**src/hdl/pstm_pkg.sv**
```systemverilog
// ----------------------------------------------------------------------------
// pstm_pkg
// Types and constants shared by the poll section tick monitor modules.
// ----------------------------------------------------------------------------
`default_nettype none

package pstm_pkg;

  localparam int unsigned CounterBits = 24;
  localparam int unsigned ModeBits    = 3;
  localparam int unsigned WordBits    = 32;
  localparam int unsigned DivSteps    = 32;
  localparam int unsigned DivCntBits  = 5;

  localparam logic [CounterBits-1:0] ReloadReset = '1;

  // Request codes carried in the mode field.
  localparam logic [ModeBits-1:0] ModeEnter     = 3'd0;
  localparam logic [ModeBits-1:0] ModeExpiry    = 3'd1;
  localparam logic [ModeBits-1:0] ModeQuery     = 3'd2;
  localparam logic [ModeBits-1:0] ModeExit      = 3'd3;
  localparam logic [ModeBits-1:0] ModeViolation = 3'd4;
  localparam logic [ModeBits-1:0] ModeSwitch    = 3'd5;

  typedef struct packed {
    logic [ModeBits-1:0]    mode;
    logic                   task_is_poll;
    logic [CounterBits-1:0] counter_sample;
    logic [WordBits-1:0]    cycle_now;
    logic                   cycle_counter_present;
    logic [WordBits-1:0]    budget_in;
  } pstm_in_t;

  typedef struct packed {
    logic                accepted;
    logic                expired;
    logic [WordBits-1:0] elapsed_cycles;
    logic [WordBits-1:0] ticks_to_replay;
    logic                reschedule;
    logic                section_active;
    logic [WordBits-1:0] sections_opened;
    logic [WordBits-1:0] replayed_sum;
    logic [WordBits-1:0] switches_taken;
    logic [WordBits-1:0] budget_overruns;
    logic [WordBits-1:0] block_violations;
    logic [WordBits-1:0] longest_section;
  } pstm_out_t;

  // Commands from the controller to the datapath.
  typedef struct packed {
    logic load_item;
    logic do_sample;
    logic do_mul;
    logic do_elap;
    logic div_step;
    logic commit;
  } pstm_cmd_t;

  // Status from the datapath to the controller.
  typedef struct packed {
    logic need_div;
    logic div_last;
  } pstm_stat_t;

endpackage

`default_nettype wire

```
**src/hdl/pstm_div.sv**
```systemverilog
// ----------------------------------------------------------------------------
// pstm_div
// Restoring divider: one quotient bit per step, 32 steps per division.
// ----------------------------------------------------------------------------
`default_nettype none

module pstm_div (
  input  wire logic                                clk_i,
  input  wire logic                                rst_ni,
  input  wire logic                                start_i,
  input  wire logic                                step_i,
  input  wire logic [pstm_pkg::WordBits-1:0]       dividend_i,
  input  wire logic [pstm_pkg::CounterBits:0]      divisor_i,
  output logic      [pstm_pkg::WordBits-1:0]       quotient_o,
  output logic                                     last_o
);
  import pstm_pkg::*;

  localparam int unsigned RemBits = CounterBits + 1;

  logic [WordBits-1:0]   quo_q, quo_d;
  logic [RemBits-1:0]    rem_q, rem_d;
  logic [DivCntBits-1:0] cnt_q, cnt_d;
  logic [RemBits:0]      rem_shift;
  logic [RemBits+1:0]    trial;
  logic                  ge;

  assign rem_shift = {rem_q, quo_q[WordBits-1]};
  assign trial     = {1'b0, rem_shift} - {2'b00, divisor_i};
  assign ge        = ~trial[RemBits+1];

  always_comb begin
    quo_d = quo_q;
    rem_d = rem_q;
    cnt_d = cnt_q;
    if (start_i) begin
      quo_d = dividend_i;
      rem_d = '0;
      cnt_d = '0;
    end else if (step_i) begin
      quo_d = {quo_q[WordBits-2:0], ge};
      rem_d = ge ? trial[RemBits-1:0] : rem_shift[RemBits-1:0];
      cnt_d = cnt_q + 1'b1;
    end
  end

  always_ff @(posedge clk_i or negedge rst_ni) begin
    if (!rst_ni) begin
      cnt_q <= '0;
    end else begin
      cnt_q <= cnt_d;
    end
  end

  always_ff @(posedge clk_i) begin
    quo_q <= quo_d;
    rem_q <= rem_d;
  end

  assign quotient_o = quo_q;
  assign last_o     = (cnt_q == DivCntBits'(DivSteps - 1));

endmodule

`default_nettype wire

```
**src/hdl/pstm_datapath.sv**
```systemverilog
// ----------------------------------------------------------------------------
// pstm_datapath
// Section state, statistics, elapsed arithmetic and the result register.
// ----------------------------------------------------------------------------
`default_nettype none

module pstm_datapath (
  input  wire logic                              clk_i,
  input  wire logic                              rst_ni,
  input  wire pstm_pkg::pstm_cmd_t               cmd_i,
  output pstm_pkg::pstm_stat_t                   stat_o,
  input  wire pstm_pkg::pstm_in_t                in_data_i,
  input  wire logic                              cfg_we_i,
  input  wire logic [pstm_pkg::CounterBits-1:0]  cfg_wdata_i,
  output pstm_pkg::pstm_out_t                    out_data_o
);
  import pstm_pkg::*;

  logic [CounterBits-1:0] reload_q;
  logic [CounterBits:0]   period;

  pstm_in_t  item_q;
  pstm_out_t out_q, res;

  logic                   open_q, open_d;
  logic                   sw_q, sw_d;
  logic [WordBits-1:0]    budget_q, budget_d;
  logic [WordBits-1:0]    start_cyc_q, start_cyc_d;
  logic [CounterBits-1:0] start_ctr_q, start_ctr_d;
  logic [CounterBits-1:0] last_ctr_q, last_ctr_d;
  logic [WordBits-1:0]    wrap_q, wrap_d;
  logic [WordBits-1:0]    sections_q, sections_d;
  logic [WordBits-1:0]    replayed_q, replayed_d;
  logic [WordBits-1:0]    switches_q, switches_d;
  logic [WordBits-1:0]    overruns_q, overruns_d;
  logic [WordBits-1:0]    violations_q, violations_d;
  logic [WordBits-1:0]    longest_q, longest_d;

  logic [WordBits-1:0]             prod_q, elapsed_q;
  logic [WordBits+CounterBits:0]   prod_full;
  logic [WordBits-1:0]             cyc_el, cnt_el, missed, quotient;
  logic                            sample_en, div_last;
  logic                            have_cyc;

  assign period   = {1'b0, reload_q} + 1'b1;
  assign have_cyc = item_q.cycle_counter_present;

  // A counter sample is taken by any expiry check or exit, and by a query
  // without the cycle counter, but only while a section is open.
  assign sample_en = open_q && ((item_q.mode == ModeExpiry) || (item_q.mode == ModeExit) ||
                                ((item_q.mode == ModeQuery) && !have_cyc));

  assign prod_full = wrap_q * period;
  assign cyc_el    = item_q.cycle_now - start_cyc_q;
  assign cnt_el    = prod_q + {{(WordBits-CounterBits){1'b0}}, start_ctr_q}
                            - {{(WordBits-CounterBits){1'b0}}, last_ctr_q};

  pstm_div u_div (
    .clk_i      (clk_i),
    .rst_ni     (rst_ni),
    .start_i    (cmd_i.do_elap),
    .step_i     (cmd_i.div_step),
    .dividend_i (cyc_el),
    .divisor_i  (period),
    .quotient_o (quotient),
    .last_o     (div_last)
  );

  assign stat_o.need_div = open_q && (item_q.mode == ModeExit) && have_cyc;
  assign stat_o.div_last = div_last;

  always_comb begin
    open_d       = open_q;
    sw_d         = sw_q;
    budget_d     = budget_q;
    start_cyc_d  = start_cyc_q;
    start_ctr_d  = start_ctr_q;
    last_ctr_d   = last_ctr_q;
    wrap_d       = wrap_q;
    sections_d   = sections_q;
    replayed_d   = replayed_q;
    switches_d   = switches_q;
    overruns_d   = overruns_q;
    violations_d = violations_q;
    longest_d    = longest_q;
    res          = '0;
    missed       = wrap_q;
    if (have_cyc && (quotient > wrap_q)) begin
      missed = quotient;
    end

    if (cmd_i.do_sample && sample_en) begin
      if (item_q.counter_sample > last_ctr_q) begin
        wrap_d = wrap_q + 1'b1;
      end
      last_ctr_d = item_q.counter_sample;
    end

    if (cmd_i.commit) begin
      case (item_q.mode)
        ModeEnter: begin
          if (item_q.task_is_poll && !open_q) begin
            budget_d     = item_q.budget_in;
            start_cyc_d  = item_q.cycle_now;
            start_ctr_d  = item_q.counter_sample;
            last_ctr_d   = item_q.counter_sample;
            wrap_d       = '0;
            sw_d         = 1'b0;
            open_d       = 1'b1;
            sections_d   = sections_q + 1'b1;
            res.accepted = 1'b1;
          end
        end
        ModeExpiry: begin
          if (!open_q) begin
            res.expired = 1'b1;
          end else if (budget_q != '0) begin
            res.expired = (elapsed_q >= budget_q);
          end
        end
        ModeQuery: begin
          if (open_q) begin
            res.elapsed_cycles = elapsed_q;
          end
        end
        ModeExit: begin
          if (open_q) begin
            res.elapsed_cycles  = elapsed_q;
            res.ticks_to_replay = missed;
            if (elapsed_q > longest_q) begin
              longest_d = elapsed_q;
            end
            if ((budget_q != '0) && (elapsed_q >= budget_q)) begin
              overruns_d = overruns_q + 1'b1;
            end
            open_d     = 1'b0;
            replayed_d = replayed_q + missed;
            if (sw_q) begin
              sw_d           = 1'b0;
              switches_d     = switches_q + 1'b1;
              res.reschedule = 1'b1;
            end else if (missed != '0) begin
              res.reschedule = 1'b1;
            end
          end
        end
        ModeViolation: begin
          if (open_q) begin
            violations_d        = violations_q + 1'b1;
            open_d              = 1'b0;
            replayed_d          = replayed_q + wrap_q;
            res.ticks_to_replay = wrap_q;
          end
        end
        ModeSwitch: begin
          if (open_q) begin
            sw_d = 1'b1;
          end
        end
        default: begin
        end
      endcase
    end

    res.section_active   = open_d;
    res.sections_opened  = sections_d;
    res.replayed_sum     = replayed_d;
    res.switches_taken   = switches_d;
    res.budget_overruns  = overruns_d;
    res.block_violations = violations_d;
    res.longest_section  = longest_d;
  end

  always_ff @(posedge clk_i or negedge rst_ni) begin
    if (!rst_ni) begin
      reload_q     <= ReloadReset;
      open_q       <= 1'b0;
      sw_q         <= 1'b0;
      budget_q     <= '0;
      start_cyc_q  <= '0;
      start_ctr_q  <= '0;
      last_ctr_q   <= '0;
      wrap_q       <= '0;
      sections_q   <= '0;
      replayed_q   <= '0;
      switches_q   <= '0;
      overruns_q   <= '0;
      violations_q <= '0;
      longest_q    <= '0;
    end else begin
      if (cfg_we_i) begin
        reload_q <= cfg_wdata_i;
      end
      open_q       <= open_d;
      sw_q         <= sw_d;
      budget_q     <= budget_d;
      start_cyc_q  <= start_cyc_d;
      start_ctr_q  <= start_ctr_d;
      last_ctr_q   <= last_ctr_d;
      wrap_q       <= wrap_d;
      sections_q   <= sections_d;
      replayed_q   <= replayed_d;
      switches_q   <= switches_d;
      overruns_q   <= overruns_d;
      violations_q <= violations_d;
      longest_q    <= longest_d;
    end
  end

  always_ff @(posedge clk_i) begin
    if (cmd_i.load_item) begin
      item_q <= in_data_i;
    end
    if (cmd_i.do_mul) begin
      prod_q <= prod_full[WordBits-1:0];
    end
    if (cmd_i.do_elap) begin
      elapsed_q <= have_cyc ? cyc_el : cnt_el;
    end
    if (cmd_i.commit) begin
      out_q <= res;
    end
  end

  assign out_data_o = out_q;

endmodule

`default_nettype wire

```
**src/hdl/pstm_ctrl.sv**
```systemverilog
// ----------------------------------------------------------------------------
// pstm_ctrl
// Sequencer for one request: sample, multiply, elapsed, divide when needed, commit.
// ----------------------------------------------------------------------------
`default_nettype none

module pstm_ctrl (
  input  wire logic                 clk_i,
  input  wire logic                 rst_ni,
  input  wire logic                 in_valid_i,
  output logic                      in_ready_o,
  output logic                      out_valid_o,
  input  wire logic                 out_ready_i,
  input  wire pstm_pkg::pstm_stat_t stat_i,
  output pstm_pkg::pstm_cmd_t       cmd_o
);
  import pstm_pkg::*;

  localparam logic [2:0] StIdle   = 3'd0;
  localparam logic [2:0] StSample = 3'd1;
  localparam logic [2:0] StMul    = 3'd2;
  localparam logic [2:0] StElap   = 3'd3;
  localparam logic [2:0] StDiv    = 3'd4;
  localparam logic [2:0] StCommit = 3'd5;

  logic [2:0] state_q, state_d;
  logic       out_valid_q, out_valid_d;
  logic       out_free;

  // The result register may be reloaded in the same cycle its beat leaves.
  assign out_free = !out_valid_q || out_ready_i;

  always_comb begin
    state_d = state_q;
    cmd_o   = '0;
    case (state_q)
      StIdle: begin
        if (in_valid_i) begin
          cmd_o.load_item = 1'b1;
          state_d         = StSample;
        end
      end
      StSample: begin
        cmd_o.do_sample = 1'b1;
        state_d         = StMul;
      end
      StMul: begin
        cmd_o.do_mul = 1'b1;
        state_d      = StElap;
      end
      StElap: begin
        cmd_o.do_elap = 1'b1;
        state_d       = stat_i.need_div ? StDiv : StCommit;
      end
      StDiv: begin
        cmd_o.div_step = 1'b1;
        if (stat_i.div_last) begin
          state_d = StCommit;
        end
      end
      StCommit: begin
        if (out_free) begin
          cmd_o.commit = 1'b1;
          state_d      = StIdle;
        end
      end
      default: begin
        state_d = StIdle;
      end
    endcase
  end

  always_comb begin
    out_valid_d = out_valid_q;
    if (cmd_o.commit) begin
      out_valid_d = 1'b1;
    end else if (out_ready_i) begin
      out_valid_d = 1'b0;
    end
  end

  always_ff @(posedge clk_i or negedge rst_ni) begin
    if (!rst_ni) begin
      state_q     <= StIdle;
      out_valid_q <= 1'b0;
    end else begin
      state_q     <= state_d;
      out_valid_q <= out_valid_d;
    end
  end

  assign in_ready_o  = (state_q == StIdle);
  assign out_valid_o = out_valid_q;

endmodule

`default_nettype wire

```
**src/hdl/poll_section_tick_monitor_top.sv**
```systemverilog
// ----------------------------------------------------------------------------
// poll_section_tick_monitor_top
// Tracks one tick-suppressed poll section and keeps running statistics.
// ----------------------------------------------------------------------------
// Usage: requests arrive as beats on the input channel (in_valid_i/in_ready_o,
// payload in_data_i) and each one gives exactly one result beat on the output
// channel (out_valid_o/out_ready_i, payload out_data_o). The reload register
// is written through cfg_we_i/cfg_wdata_i only while no request is in flight;
// the user must keep to this, as the block does not enforce it. A request
// passes the sample, multiply, elapsed and commit states; an exit on an open
// section with the cycle counter present also passes the divide state, where
// the 32-step restoring divider for elapsed / (reload + 1) runs one quotient
// bit per cycle. One request is in work at a time: the next waits for commit.
// Reset returns the section to closed, zeroes the statistics and sets the
// reload register to all ones. If the receiver stalls, the finished result
// holds in the output register and the next request may still be accepted
// and worked; it then waits before commit until the output register frees.
// ----------------------------------------------------------------------------
`default_nettype none

module poll_section_tick_monitor_top (
  input  wire logic                              clk_i,
  input  wire logic                              rst_ni,
  input  wire logic                              in_valid_i,
  output logic                                   in_ready_o,
  input  wire pstm_pkg::pstm_in_t                in_data_i,
  output logic                                   out_valid_o,
  input  wire logic                              out_ready_i,
  output pstm_pkg::pstm_out_t                    out_data_o,
  input  wire logic                              cfg_we_i,
  input  wire logic [pstm_pkg::CounterBits-1:0]  cfg_wdata_i
);
  import pstm_pkg::*;

  pstm_cmd_t  cmd;
  pstm_stat_t stat;

  pstm_ctrl u_ctrl (
    .clk_i       (clk_i),
    .rst_ni      (rst_ni),
    .in_valid_i  (in_valid_i),
    .in_ready_o  (in_ready_o),
    .out_valid_o (out_valid_o),
    .out_ready_i (out_ready_i),
    .stat_i      (stat),
    .cmd_o       (cmd)
  );

  pstm_datapath u_datapath (
    .clk_i       (clk_i),
    .rst_ni      (rst_ni),
    .cmd_i       (cmd),
    .stat_o      (stat),
    .in_data_i   (in_data_i),
    .cfg_we_i    (cfg_we_i),
    .cfg_wdata_i (cfg_wdata_i),
    .out_data_o  (out_data_o)
  );

endmodule

`default_nettype wire
```
**config.mk**
```make
export PLATFORM = sky130hd
export DESIGN_NAME = poll_section_tick_monitor_top
export DESIGN_NICKNAME = d
export VERILOG_FILES = /design/src/hdl/pstm_pkg.sv /design/src/hdl/pstm_div.sv /design/src/hdl/pstm_datapath.sv /design/src/hdl/pstm_ctrl.sv /design/src/hdl/poll_section_tick_monitor_top.sv
export SDC_FILE = /design/constraint.sdc
export NUM_CORES = 2
export LEC_CHECK = 0
export ABC_AREA = 0
export BUFFER_PORTS_ARGS = -buffer_cell sky130_fd_sc_hd__buf_2
export CAP_MARGIN = 20
export CORE_ASPECT_RATIO = 0.75
export CORE_MARGIN = 1
export CORE_UTILIZATION = 40
export DETAILED_ROUTE_END_ITERATION = 12
export PLACE_DENSITY = 0.56
export SLEW_MARGIN = 25
export SYNTH_ARGS = -nofsm -noshare
export SYNTH_HDL_FRONTEND = slang
export SYNTH_SLANG_ARGS = --single-unit
```
**constraint.sdc**
```tcl
create_clock -name clk_i -period 10.6 [get_ports clk_i]
set_input_delay 2.12 -clock clk_i [delete_from_list [all_inputs] [get_ports clk_i]]
set_output_delay 2.12 -clock clk_i [all_outputs]
set_load 0.03 [all_outputs]
```
Yosys cells after proc, flatten, opt, wreduce, memory -nomap -nowiden. Cells that the tools add are included.

Word-level logic and storage cells: 171. Register bits after elaboration: 845.

Reductions and logical operators: 26. Eq/ne operators: 17. Add/subtract/negate cells: 13. $lt $le $gt $ge: 4. Bitwise logic cells: 1. Multiplexer cells: 70. Multiply operators: 1.

Operator list (count): two-way mux 32 bit (32); case mux 32 bit (2 select lines) (3); adder 32 x 1 -> 32 bit, second input constant (5); two-way mux 24 bit (4); two-way mux 65 bit (1); adder 32 bit (2); greater-than comparator 32 bit (2); nonzero test 32 bit (2); adder 32 x 24 -> 32 bit (1); greater-or-equal comparator 32 bit (1); multiplier 32 x 25 -> 32 bit (1); subtractor 32 x 24 -> 32 bit (1); subtractor 32 bit (1); subtractor 26 x 25 -> 27 bit (1); adder 24 x 1 -> 25 bit, second input constant (1); two-way mux 25 bit (1); greater-than comparator 24 bit (1); two-way mux 1 bit (21); case mux 3 bit (6 select lines) (1); == test 3 x 2 -> 1 bit, second input constant (4); == test 3 bit, second input constant (4); two-way mux 5 bit (2); inequality test 2 x 1 -> 1 bit, second input constant (5); two-way mux 3 bit (3); 17 further kinds (32).

Longest topological paths before layout.
Word-level depth: 9. Mapped depth: 34.

By module. From an unflattened synthesis, not the netlist that was laid out.

Cells, all modules: 5648. Area, all modules: 58174.5 um^2.

By module, submodules not included: pstm_datapath (cells an instance 5212, seq. area each 21610.7 um^2, area each 53910.5 um^2, instances 1); pstm_div (cells an instance 409, seq. area each 1586.5 um^2, area each 4018.9 um^2, instances 1); pstm_ctrl (cells an instance 27, seq. area each 100.1 um^2, area each 245.2 um^2, instances 1).

Worst setup path before layout. OpenSTA, ideal clock, no wires.

Path type: in2reg. Start point: in out_ready_i. End point: reg u_datapath.out_q (netlist bit u_datapath.out_data_o[155]) (data pin). Data arrival time: 11.212 ns. Path buffers: 2. Setup slack: -0.828 ns. Cell stages on the path: 7. Data required time: 10.384 ns. Setup time: 0.216 ns. Cells stage by stage: nand2b_1 -> or3b_2 -> clkbuf_1 -> inv_2 -> clkbuf_1 -> o21ai_0 -> o21ai_0.

RTL lines: start: declaration (RTL line poll_section_tick_monitor_top.sv:28) `input wire logic out_ready_i,`; end signal: assignment (RTL line pstm_datapath.sv:221) `out_q <= res;`; end: declaration (RTL line pstm_datapath.sv:23) `pstm_out_t out_q, res;`.

Final worst setup path.
Start point: reg u_datapath.reload_q[1]. End point: reg u_datapath.prod_q[29] (data pin).

Cells in the longest elaborated chain, start to end: 2.

Ends and longest elaborated chain: start: declaration (RTL line pstm_datapath.sv:19) `logic [CounterBits-1:0] reload_q;`; start signal: assignment (RTL line pstm_datapath.sv:176) `reload_q <= ReloadReset;`; start signal: assignment (RTL line pstm_datapath.sv:192) `reload_q <= cfg_wdata_i;`; adder 24 x 1 -> 25 bit (RTL line pstm_datapath.sv:45) `assign period = {1'b0, reload_q} + 1'b1;`; multiplier 32 x 25 -> 32 bit (RTL line pstm_datapath.sv:53) `assign prod_full = wrap_q * period;`; via u_datapath.prod_full[29] (RTL line pstm_datapath.sv:40) `logic [WordBits+CounterBits:0] prod_full;`; end signal: assignment (RTL line pstm_datapath.sv:215) `prod_q <= prod_full[WordBits-1:0];`; end: declaration (RTL line pstm_datapath.sv:39) `logic [WordBits-1:0] prod_q, elapsed_q;`.

The timed path passes the listed nets, and every way through them passes these cells. A chain may end at the register's enable or synchronous reset.

==> impl_metrics.toml <==
[run_status]
status = "complete, no violations"

[yosys]
synth_compound_area_share_pct = 10.1
synth-edff-count = 449
async_flop_share_pct = 43.9
post_synth_and_or_nand_nor_area_fraction_pct = 12.4
yosys.area_share.xor_xnor_pct = 5.29
synth.avg_cell_area_um2 = 10.3
mappedNetlistNets = 6495
netlist_cell_types = 86
synth.mux.area_fraction_pct = 1.93
ys_ff_latch = 845
netlist_area_um2 = 57200
synth_warnings = 0
synth_seq_area_share_pct = 40.7
largest_family_of_logic_cells_by_synthesized_area = "adder cells"
netlist_instances = 5575
ys.flop_type = "edfxtp_1"
synth_fa_ha_area_share_pct = 23.0

[final_layout]
post_route_cells_drive_above_1_share_pct = 12.5
multi_input_comb_area_um2 = 30300
layout_common_cells = "779 x inv_1, 649 x nand2_1, 449 x edfxtp_1"
stdcell_area_um2 = 64600
nNetsFinal = 6852
area.growth.synth_to_final_pct = 12.9
regArea_um2 = 23300
final_common_cell = "inv_1"
nFillCells = 13400

[place]
hpwlAfterDp_um = 138000
post_place_instance_area_um2 = 61500
place.gp.congestion = 0.948
port-buffer-count = 383

[timing]
final_max_slew_viol_count = 0
finalSetupViolCount = 0
grt_setup_unrepaired = "no"
timing.setup.tns_ns = 0
max_freq_mhz = 109
fin_crit_sh_pct = 86.5
worst_pin_slew_ns = 1.05
clock_skew_ns = 0.0645
max_slew_margin_vs_limit_pct = 29.9
fin_crit_ns = 9.17
report.final.hold_viol_count = 0

[floorplan]
chipWidth_um = 439
num_io_pins = 384
core_region_area_um2 = 141000
initial_utilization_pct = 40.5
num_rows = 119
die_area_um2 = 145000
die_y_um = 330

[routing]
count_of_unresolved_drc_violations_after_routing = 0
detail_route.vias_per_cell = 5.36
final_antenna_net_count = 0
detail_route.first_pass.iterations = 6
routed_wl_um = 179000
wirelength_per_cell_um = 22.7
drt_iter0_drc = 4114
num_vias = 42300

[setup_path]
cp_max_fo = 17
cp_slowest_cell = "clkinv_1"
critPathMostFrequentCell = "fa_1"
worstPathBufferInverterCount = 5
critical_path_class = "reg -> reg"
crit_path_max_incr_delay_ns = 0.67
critical_path_sink_type = "flip-flop"
timing.critical_path.required_ns = 11.02
crit_path_start_kind = "flip-flop"
critPathTopFamily = "adder cells"
critical_path_arrival_ns = 9.59

[clocking]
numCtsBuffers = 89
count_of_h_tree_levels_built_during_cts = 3
number_of_hold_repair_buffers_added_at_the_cts_stage = 0
clock_tree_from_tritoncts = "yes"
cts_resized = 0
buffer_type_at_the_clock_tree_root = "clkbuf_16"
max-clock-path-buffers = 3
post_cts_setup_repair_bufs = 0
worst_skew_pair.late_latency_ns = 0.73
cts.reportedPaths.clkPinSlew_ns = 0.06
tritoncts_sinks = 845

[run]
maxCapViolCount = 0

[grt]
grt_start_max_net_pins = 127
global_route_wire_length_before_repair_um = 267000
grt_pass1_vias = 41600
grt_overflow = 0
gr-usage-all-layers_pct = 24.7
antenna_found_initial = 5

[worst_hold_path]
hold_crit_class = "reg -> reg"
==> routing by layer <==
metal | vias up | global-route usage (%) | part of all wire (%)
met2 | 1630 | 36.4 | 42
met4 | 0 | 8.23 | 3.6
met1 | 21000 | 36.5 | 46
met3 | 305 | 4.53 | 7.9
met5 | - | 0 | 0
li1 | 19400 | - | -
==> state kept, by name, indices dropped and copies added (netlist names), 25 cells and up <==
register / count
u_datapath.out_data_o: 260
u_datapath.item_q: 92
u_datapath.budget_q: 32
u_datapath.elapsed_q: 32
u_datapath.longest_q: 32
u_datapath.overruns_q: 32
u_datapath.prod_q: 32
u_datapath.replayed_q: 32
u_datapath.sections_q: 32
u_datapath.start_cyc_q: 32
u_datapath.switches_q: 32
u_datapath.u_div.quotient_o: 32
u_datapath.violations_q: 32
u_datapath.wrap_q: 32
u_datapath.u_div.rem_q: 25
==> worst paths after layout <==
path | slack, ns | cells after the start | startpoint | to
worst min register to register | 0.45 | 2 | u_datapath.item_q[0] | u_datapath.budget_q[0]
worst min-delay path | 0.45 | 2 | u_datapath.item_q[0] | u_datapath.budget_q[0]
max in group asynchronous | 7.37 | 3 | rst_ni | u_datapath.budget_q[14]
worst max-delay path | 1.43 | 30 | u_datapath.reload_q[1] | u_datapath.prod_q[29]
min in group asynchronous | 1.32 | 1 | rst_ni | u_datapath.switches_q[24]
worst max register to register | 1.43 | 30 | u_datapath.reload_q[1] | u_datapath.prod_q[29]
==> per-stage QoR <==
stage	instances	worst slack (ns)	utilization, %	hold slack [ns]
floorplan	5575	2.35	-	0.415
global placement	7716	1.66	43.6	0.421
detailed placement	7716	1.42	43.6	0.440
CTS	7884	1.41	45.8	0.455
global route	7885	0.864	45.8	0.473
finish	7888	1.43	45.8	0.447
==> cell families (layout without fill, tap and decap cells) <==
kind of cell,after synthesis,after routing
adder cells (fa/ha/maj),798,798
flip-flops,845,845
AO/OA/AOI/OAI,925,925
buffers and inverters,998,1432
other,0,4
multiplexers,102,102
AND/OR/NAND/NOR,1567,1567
XOR/XNOR,340,340
==> cells in the mapped netlist (all sizes together) (22+ instances only) <==
master    n  area (um2)
and3     88         552
fa      422        8450
edfxtp  449       13500
nand4    73         487
a31oi    23         144
xor2     99         875
dfxtp    25         500
nor3     58         290
mux2     65         732
o21ai   308        1540
nor2    406        1530
inv     784        2940
ha      376        4700
nand2b   33         206
o21a     27         203
nand2   651        2440
nor2b    34         213
clkbuf  189         709
o211ai   22         165
mux2i    37         370
nand3    95         488
nor4     35         234
a21oi   202        1010
and2     33         208
a21o    140        1050
dfrtp   347        8680
a22o     41         359
xnor2   238        2080
dfstp    24         631
==> cell type report <==
class / count / area share (%)
clock inverters: 62 / 1.22
inverters: 797 / 4.64
clock buffers: 106 / 3.64
well taps: 1875 / 3.63
multi-input cells: 3732 / 46.8
flip-flops and latches: 845 / 36.0
repair buffers: 467 / 3.98
diodes: 4 / 0.0155
==> tightest hold or removal path, cell delays in order (launching register included) <==
cell and delay (ns):
edfxtp_1 0.33, nand2_1 0.05, nand2_1 0.04
Power is not shown: default switching activity piles up to over one toggle a cycle in this logic, so the estimate is an artifact.
